`src/rtl/met_pkg.sv`:
```
// shared constants and types for the mesh edge table
`timescale 1ns / 1ps
package met_pkg;
  localparam int MAX_VERTICES_D    = 1024;
  localparam int MAX_EDGES_D       = 4096;
  localparam int SLOTS_PER_BLOCK_D = 8;
  localparam int MAX_BLOCKS_D      = 1024;

  localparam int VID_W  = 16;
  localparam int EDGE_W = 12;
  localparam int ST_W   = 2;

  localparam logic [ST_W-1:0] ST_OK        = 2'd0;
  localparam logic [ST_W-1:0] ST_NOT_FOUND = 2'd1;
  localparam logic [ST_W-1:0] ST_FULL      = 2'd2;
  localparam logic [ST_W-1:0] ST_RANGE     = 2'd3;

  localparam logic FUNC_LOOKUP = 1'b0;
  localparam logic FUNC_INSERT = 1'b1;

  // controller to datapath
  typedef struct packed {
    logic load;       // capture request
    logic rd_bucket;  // read bucket tables
    logic rd_slot;    // read slot and link of current position
    logic rd_ends;    // read endpoints of fetched edge
    logic step;       // advance walk position
    logic do_insert;  // commit insert writes
    logic emit;       // drive result
    logic [ST_W-1:0] st;
    logic use_edge;   // result edge from datapath, else all ones
    logic edge_src;   // 1: walk hit edge, 0: insert edge
  } met_cmd_t;

  // datapath to controller
  typedef struct packed {
    logic clearing;   // bucket counts being cleared after reset
    logic range_err;
    logic is_insert;
    logic bvalid;
    logic walk_done;
    logic hit;
    logic edges_full;
    logic need_block;
    logic blocks_full;
  } met_stat_t;
endpackage

```
`src/rtl/met_ctrl.sv`:
```
// sequencing state machine of the mesh edge table
`timescale 1ns / 1ps
module met_ctrl (
  input  logic                clk,
  input  logic                rst_n,
  input  logic                start,
  output logic                busy,
  input  met_pkg::met_stat_t  stat,
  output met_pkg::met_cmd_t   cmd
);
  import met_pkg::*;

  localparam logic [2:0] S_IDLE   = 3'd0;
  localparam logic [2:0] S_CHECK  = 3'd1;
  localparam logic [2:0] S_BUCKET = 3'd2;
  localparam logic [2:0] S_SLOT   = 3'd3;
  localparam logic [2:0] S_ENDS   = 3'd4;
  localparam logic [2:0] S_CMP    = 3'd5;
  localparam logic [2:0] S_INS    = 3'd6;
  localparam logic [2:0] S_DONE   = 3'd7;

  logic [2:0] state_r, state_nxt;

  always_comb begin
    cmd = '0;
    state_nxt = state_r;
    unique case (state_r)
      S_IDLE: begin
        if (start && !stat.clearing) begin
          cmd.load = 1'b1;
          state_nxt = S_CHECK;
        end
      end
      S_CHECK: begin
        cmd.rd_bucket = 1'b1;
        if (stat.range_err) begin
          cmd.emit = 1'b1;
          cmd.st = ST_RANGE;
          state_nxt = S_DONE;
        end else begin
          state_nxt = S_BUCKET;
        end
      end
      S_BUCKET: begin
        if (stat.is_insert) begin
          state_nxt = S_INS;
        end else if (!stat.bvalid || stat.walk_done) begin
          cmd.emit = 1'b1;
          cmd.st = ST_NOT_FOUND;
          state_nxt = S_DONE;
        end else begin
          state_nxt = S_SLOT;
        end
      end
      S_SLOT: begin
        cmd.rd_slot = 1'b1;
        state_nxt = S_ENDS;
      end
      S_ENDS: begin
        cmd.rd_ends = 1'b1;
        cmd.step = 1'b1;
        state_nxt = S_CMP;
      end
      S_CMP: begin
        if (stat.hit) begin
          cmd.emit = 1'b1;
          cmd.st = ST_OK;
          cmd.use_edge = 1'b1;
          cmd.edge_src = 1'b1;
          state_nxt = S_DONE;
        end else if (stat.walk_done) begin
          cmd.emit = 1'b1;
          cmd.st = ST_NOT_FOUND;
          state_nxt = S_DONE;
        end else begin
          state_nxt = S_SLOT;
        end
      end
      S_INS: begin
        cmd.emit = 1'b1;
        if (stat.edges_full || (stat.need_block && stat.blocks_full)) begin
          cmd.st = ST_FULL;
        end else begin
          cmd.do_insert = 1'b1;
          cmd.st = ST_OK;
          cmd.use_edge = 1'b1;
        end
        state_nxt = S_DONE;
      end
      S_DONE: state_nxt = S_IDLE;
      default: state_nxt = S_IDLE;
    endcase
  end

  always_ff @(posedge clk) begin
    if (!rst_n) state_r <= S_IDLE;
    else        state_r <= state_nxt;
  end

  assign busy = (state_r != S_IDLE) || stat.clearing;

  a_one_result: assert property (@(posedge clk) disable iff (!rst_n)
    cmd.emit |=> state_r == S_DONE) else $error("emit not followed by done");
  a_insert_ok: assert property (@(posedge clk) disable iff (!rst_n)
    cmd.do_insert |-> cmd.emit && cmd.st == ST_OK) else $error("insert without ok");
  a_load_idle: assert property (@(posedge clk) disable iff (!rst_n)
    cmd.load |-> !busy) else $error("load while busy");
endmodule

```
`config.mk`:
```
export PLATFORM = sky130hd
export DESIGN_NAME = met_ctrl
export DESIGN_NICKNAME = d
export VERILOG_FILES = /design/src/rtl/met_pkg.sv /design/src/rtl/met_ctrl.sv
export SDC_FILE = /design/constraint.sdc
export NUM_CORES = 1
export LEC_CHECK = 0
export BUFFER_PORTS_ARGS = -buffer_cell sky130_fd_sc_hd__buf_2
export CORE_AREA = 2 2 39 41
export DETAILED_ROUTE_END_ITERATION = 10
export DIE_AREA = 0 0 41 43
export GPL_TIMING_DRIVEN = 0
export SYNTH_ARGS = -nofsm -noshare
export SYNTH_HDL_FRONTEND = slang
export SYNTH_SLANG_ARGS = --single-unit
```
`constraint.sdc`:
```
create_clock -name clk -period 1.7 [get_ports clk]
set_input_delay 0.17 -clock clk [delete_from_list [all_inputs] [get_ports clk]]
set_output_delay 0.17 -clock clk [all_outputs]
set_load 0.01 [all_outputs]
```
==> After elaboration in Yosys (flattened, before gate mapping) <==
Cells that the tools add are included.
{ "op_classes": {"eq_ne": 8, "muxes": 24, "n_reduce_logical": 9} }
{ "op_table": {"columns": ["operator", "n"], "rows": [
  ["$mux W3", 11],
  ["$pmux W3 S8", 1],
  ["$eq A3 B3 Y1 const B", 4],
  ["$pmux W3 S4", 1],
  ["$mux W1", 7],
  ["$eq A3 B2 Y1 const B", 2],
  ["$mux W2", 3],
  ["$eq A3 B1 Y1 const B", 1],
  ["$logic_not A3 Y1", 1],
  ["$logic_or A1 B1 Y1", 3],
  ["$reduce_bool A3 Y1", 1],
  ["$logic_and A1 B1 Y1", 2],
  ["$logic_not A1 Y1", 2],
  ["$ne A2 B2 Y1 const B", 1],
  ["$pmux W1 S2", 1]
]} }
{ "totals": {"reg_bits": 3, "inputBits": 12, "output_inout_bits": 12, "elab_cells": 42} }

==> Longest topological paths before layout <==
Gate-level depths: netlist of run 1.
{ "logic_depth": {"ltp_word": 5, "ltp_mapped": 4} }

==> Least setup slack after synthesis of run 1 <==
OpenSTA, ideal clock, no wires.
{ "synth_path": {"path_type": "reg-to-reg", "start": "register state_r[2]", "end": "register state_r[0]", "setup_ns": 0.060, "arrival_ns": 1.241, "slack_ns": 0.399, "path_stages_with_launch": 5, "n_path_buf": 1, "path_cell_list": "dfxtp_1 buf_6 or4_4 nor2_4 o41a_1"} }
{ "synth_via": {"elab_chain_len": 2} }
{ "synth_rtl": {"columns": ["element", "line", "text"], "rows": [
  ["from (decl)", "met_ctrl.sv:22", "logic [2:0] state_r, state_nxt;"],
  ["from (signal assigned)", "met_ctrl.sv:97", "else state_r <= state_nxt;"],
  ["$eq A3 B3 Y1 (tied with other cells)", "met_ctrl.sv:27", "unique case (state_r)"],
  ["$pmux W3 S8 or $ne A2 B2 Y1 (tied branches)", null, null]
]} }
Several ways; a longest one is shown, not always the timed one.
A chain may end at the register's enable or synchronous reset.

==> results of run 1 <==
## through the flow
step / power [mW] / instances
finish: 0.583 / 83
global route: 0.631 / 83
CTS: 0.573 / 83
detailed placement: 0.441 / 79
global placement: 0.436 / 79
floorplan: 0.339 / 40
## report_power, final
group,internal (mW),total [mW],switching [mW]
Sequential,0.0918,0.104,0.0118
Clock,0.0880,0.125,0.0372
Combinational,0.173,0.354,0.181
Total,0.353,0.583,0.230
## critical path, stage by stage (launching register included)
cell	delay (ns)
dfxtp_1	0.30
buf_6	0.13
or4_4	0.55
nor2_4	0.10
buf_2	0.13
## cells in the mapped netlist (all sizes together)
library cell | n | share of area [%]
o31a | 1 | 2.7
o21bai | 2 | 4.6
nor2b | 2 | 3.9
o311a | 1 | 3.1
dfxtp | 3 | 19
and3b | 1 | 2.7
o41a | 1 | 3.5
and4bb | 1 | 3.9
nor3b | 2 | 4.6
o21ai | 1 | 1.5
nand2 | 1 | 1.2
o21a | 1 | 2.3
nor3 | 1 | 1.5
mux2i | 1 | 3.1
buf | 4 | 8.9
nand4b | 1 | 2.7
nand2b | 1 | 1.9
a21oi | 4 | 6.2
inv | 2 | 2.3
nor2 | 2 | 4.6
or2 | 1 | 1.9
and3 | 3 | 6.6
a22oi | 1 | 2.3
or4 | 1 | 3.5
o22ai | 1 | 1.9
## layer usage
layer | vias up | wire (µm) | GRT usage, %
met1 | 161 | 422 | 14.1
met3 | 0 | 54 | 0
met2 | 14 | 416 | 15.9
met5 | - | 0 | 0
met4 | 0 | 0 | 8.00
li1 | 203 | - | -
## layout by cell type (no fill, tap or decap)
cell type / netlist / final
o22ai_2: 0 / 1
inv_1: 2 / 2
clkbuf_4: 0 / 5
o21a_1: 1 / 1
o21ai_0: 1 / 1
nand4b_1: 1 / 1
nor2b_2: 0 / 2
nor3_1: 1 / 1
nor2_1: 1 / 1
o31a_1: 1 / 1
nand2b_1: 1 / 1
o41a_1: 1 / 1
a21oi_1: 4 / 4
nand2_1: 1 / 1
dfxtp_1: 3 / 3
buf_6: 1 / 1
and3b_1: 1 / 1
or2_2: 1 / 1
nor3b_1: 2 / 1
and3_2: 2 / 2
buf_4: 1 / 1
mux2i_1: 1 / 1
o21bai_1: 2 / 2
and4bb_2: 1 / 1
o311a_1: 1 / 1
buf_2: 2 / 23
nor3b_2: 0 / 1
nor2_4: 1 / 1
a22oi_1: 1 / 1
or4_4: 1 / 1
clkbuf_1: 0 / 1
and3_1: 1 / 1
## final timing paths
| path | startpoint | endpoint | slack (ns) | cells past startpoint |
|---|---|---|---|---|
| worst max-delay path | state_r[2] | cmd[10] | 0.09 | 4 |
| worst min-delay path | rst_n | state_r[1] | 0.19 | 2 |
| worst max register to register | state_r[2] | state_r[0] | 0.44 | 4 |
| worst min register to register | state_r[0] | state_r[2] | 0.69 | 2 |
## layout make-up
cell class                 count  share of cell area, %
tap                           16                   3.95
clock buffer                   4                   5.19
inverter                       2                   1.48
timing repair buffer          23                   22.7
buffer                         4                   6.67
multi-input combinational     31                   48.1
sequential                     3                   11.9
## kinds of logic (layout without fill, tap and decap cells)
group / count (synthesis) / after routing / synth area share (%)
buf+inv: 6 / 33 / 11.2
simple gates: 17 / 17 / 39.0
compound gates: 13 / 13 / 28.2
mux: 1 / 1 / 3.09
flops: 3 / 3 / 18.5
## what timing repair did
item                                    4_1_cts  5_1_grt
endpoints found under the setup margin        0        5
hold buffers                                  0        0
gates resized for setup                       0        6
==> metrics, run 1 <==
status finished, final reports clean; io pins 24; Die Area 1760 µm²; Rel. slew slack 85.4%; DR vias 378; antenna violations before repair 0; vias in the first global route 333; router iterations before antenna repair 1; PwrDens ~1200 nW/µm²; Final Setup Violations 0; Least-Margin Pin Slew 0.217 ns; CTS tree done; register area between 60 and 70 µm²; Required @ worst endpoint 1.53 ns; cts bufs inserted 3; total global-route track usage 10.7%; pre-CTS setup slack ~0.31 ns; Tcrit/Tclk final 94.6%; Post-Route WL ~890 µm; WHS 0.195 ns; placed instance area 459 µm²; fin nets 80; share of cells above drive strength 1 59.7%; worst-path fanout max 10; Clock Latency Late Sink 0.23 ns; CP endpoint kind output port; ant diodes 0; crit start category flop; CTS Sinks 3; CP Data Arrival Time ~1.4 ns; critical path class flop to output port; Largest regs state_r: 3 flops; Max Slew Vio Count 0; Starting DRT DRC Count 0; first-pass GRT wire length 1.30 mm; starting density of the core 23.4%; RSZ-0062 raised after global routing yes; post-CTS setup buffers 0; Reg with most FFs state_r; Hold Path Class primary input to flop; H-tree depth 1; final core occ 36.6%; DR DRC count 0; max-cap violations 0; Synth cell types 29; leakage 0.261 nW; Area Overhead vs Synth 56.4%; area occupied by multi-input gates 244 µm²; Site Rows 14; pin count of the biggest net entering global routing 11; VDD IR max 0.515 mV; Die H ~43 µm; Synth Register Bits 3; area of the core 1380 µm²; syn_nets 52; Final Cell Area a little over 500 µm²; TNS Setup 0 ns; Final Skew 0.00175 ns; post-route worst setup slack between 0.09 and 0.1 ns; f_max 622 MHz; mapped cell area 324 µm²; Largest register FFs 3; remaining global-route overflow 0; Gate Count Post-Synth 40; Fillers 156; die width roughly 40 µm; Vias/cell ~4.6; synthesis warning total 0; routed length per instance 10.8 µm; post-synthesis area per instance 8.10 µm²; Detail Route Antenna Nets 0; Buffers on Ports 23; sequential share of the synthesized area 18.5%; final-report hold violation count 0; Tmin final between 1.5 and 2 ns; Placer Congestion 0.767; CTS Buffer Depth 2; Clock Root Buffer clkbuf_4; Worst-path clk slew about 0.040 ns
(Power assumes the default switching activity.)
==> run 2: changes to the inputs <==
--- a/config.mk
+++ b/config.mk
@@ -10,6 +10,7 @@
 export DETAILED_ROUTE_END_ITERATION = 10
 export DIE_AREA = 0 0 41 43
 export GPL_TIMING_DRIVEN = 0
+export SETUP_SLACK_MARGIN = 0.5
 export SYNTH_ARGS = -nofsm -noshare
 export SYNTH_HDL_FRONTEND = slang
 export SYNTH_SLANG_ARGS = --single-unit
==> run 2 against run 1 <==
- final area rose by 32%
- die area did not move
- largest power group unchanged
- count of clock-buffer cells in the layout did not move
- first-iteration DRC count rose by 18
- core utilization rose by 12 points
- global-route usage rose by 3.9 points
- highest routed layer is now met4
- critical path depth rose by 1
- register-to-register slack got worse by 0.02 ns
- non-clock buffer count rose by 11
==> metrics, run 2 (same netlist as run 1, synthesis figures left out) <==
status finished, final reports clean; share of cells above drive strength 1 about three quarters; Worst-path clk slew roughly 0.04 ns; register area 63.8 µm²; sw power 296 µW; Reg with most FFs state_r; first-pass GRT wire length 1.76 mm; fin nets 91; RSZ-0062 raised after global routing yes; DR vias ~470; total global-route track usage roughly 15%; Post-Route WL 1.19 mm; internal cell power 503 µW; dpl cells 79; DR DRC count 0; Comb pwr share 70.2%; leakage 0.335 nW; CTS Sinks 3; Worst Setup EP cmd[4]; Die Area approximately 1800 µm²; reg-to-reg endpoint state_r[0]; crit-path cells buf_6 > and4bb_2 > o22ai_2 > mux2i_1 > buf_2; Final Setup Violations 0; reg2reg path depth 5; die width 41 µm; Buffers on Ports 23; Largest regs state_r: 3 flops; VDD IR max 0.549 mV; final cell count without fillers 94; antenna violations before repair 0; CTS tree done; final-report hold violation count 0; PwrDens ~1200 nW/µm²; Flop pwr share 14.3%; commonest non-fill, non-tap cell in the layout buf_2; crit start category flop; Largest register FFs 3; Vias/cell 5.01; f_max 654 MHz; Clock Latency Late Sink approximately 0.23 ns; pin count of the biggest net entering global routing 11; CP max stage delay 0.33 ns; CP endpoint kind output port; commonest cells after routing, fill and taps aside 19 x buf_2, 10 x buf_6, 8 x buf_4, 4 x a21oi_1; Site Rows 14; remaining global-route overflow 0; worst-path fanout max 6; CP Data Arrival Time roughly 1.4 ns; Clk pwr share 15.5%; WHS around 0.18 ns; ant diodes 0; Tmin final 1.53 ns; area of the core 1380 µm²; origin of the worst setup path state_r[1]; vias in the first global route ~420; Hold Path Class primary input to flop; Required @ worst endpoint 1.53 ns; final core occ 48.4%; Fillers around 130; H-tree depth 1; area occupied by multi-input gates 265 µm²; cts bufs inserted 3; max-cap violations 0; Final Skew 0.00105 ns; Die H 43 µm; worst reg2reg path startpoint state_r[2]; Least-Margin Pin Slew between 0.2 and 0.25 ns; Clock Root Buffer clkbuf_4; hold-fix buffers at CTS 0; Starting DRT DRC Count 18; Tcrit/Tclk final 89.9%; HPWL Detailed 688 µm; Net Sw Frac 37.1%; critical path class flop to output port; Area Overhead vs Synth 107%; routed length per instance between 10 and 15 µm; starting density of the core 23.4%; register-to-register setup slack 0.42 ns; CTS Buffer Depth 2; Slowest-stage cell, CP and4bb_2; router iterations before antenna repair 4; Rel. slew slack 84.3%; TNS Setup 0 ns; Detail Route Antenna Nets 0; io pins 24; Placer Congestion about 0.67; Max Slew Vio Count 0
## run 2: changes by cell type in the layout (fill, tap and decap cells not counted), moves of 2 or more
| cell | before | now |
|---|---|---|
| clkbuf_4 | 5 | 3 |
| dfxtp_1 | 3 | 0 |
| buf_4 | 1 | 8 |
| buf_6 | 1 | 10 |
| dfxtp_2 | 0 | 3 |
| buf_2 | 23 | 19 |
## run 2: routing by layer
layer / share of wire [%] / track usage [%] / vias to the layer above
met1: 39 / 17.1 / 235
met5: 0 / 0 / -
met4: 1.9 / 7.33 / 0
met3: 2.7 / 5.24 / 2
met2: 56 / 22.5 / 8
li1: - / - / 226
## run 2: how the worst min path moves through the flow
stage / to / cells past startpoint / slack [ns] / from
CTS: state_r[1] / 2 / 0.17 / rst_n
finish: state_r[1] / 2 / 0.18 / rst_n
floorplan: state_r[1] / 1 / 0.29 / rst_n
global placement: state_r[1] / 2 / 0.43 / rst_n
global route: state_r[1] / 2 / 0.17 / rst_n
detailed placement: state_r[1] / 2 / 0.42 / rst_n
## run 2: metrics by stage
stage | area (µm²) | total power [mW] | setup slack, ns
2_1_floorplan | 345 | 0.365 | 0.490
4_1_cts | 627 | 0.739 | 0.171
5_1_grt | 669 | 0.857 | 0.101
3_5_place_dp | 480 | 0.466 | 0.375
3_3_place_gp | 480 | 0.467 | 0.347
6_report | 669 | 0.799 | 0.172
## run 2: worst max-delay path: cells and delay by family, from the launching register on
family / cells / cell delay, ns
AND/OR/NAND/NOR: 1 / 0.33
flip-flops: 1 / 0.32
buffers and inverters: 2 / 0.28
multiplexers: 1 / 0.12
AO/OA/AOI/OAI: 1 / 0.08
## run 2: cell type report
| type | instances | share of cell area [%] |
|---|---|---|
| plain buffers | 4 | 6.73 |
| clock buffers | 4 | 3.93 |
| inverters | 2 | 1.68 |
| multi-input cells | 31 | 39.6 |
| flip-flops and latches | 3 | 9.53 |
| well taps | 16 | 2.99 |
| repair buffers | 34 | 35.5 |
## run 2: power groups by stage
stage	combinational (mW)	sequential [mW]	clock (mW)
5_1_grt	0.602	0.116	0.139
2_1_floorplan	0.261	0.104	0
3_3_place_gp	0.359	0.108	0
3_5_place_dp	0.358	0.107	0
6_report	0.561	0.114	0.124
4_1_cts	0.498	0.111	0.131
## run 2: what timing repair did
item                                    CTS  global route
endpoints found under the setup margin   12            14
hold endpoints to repair                  0             0
cloned                                    0             0
pin swaps                                 3             3
gates resized for setup                  13             6
buffers inserted                          8             3
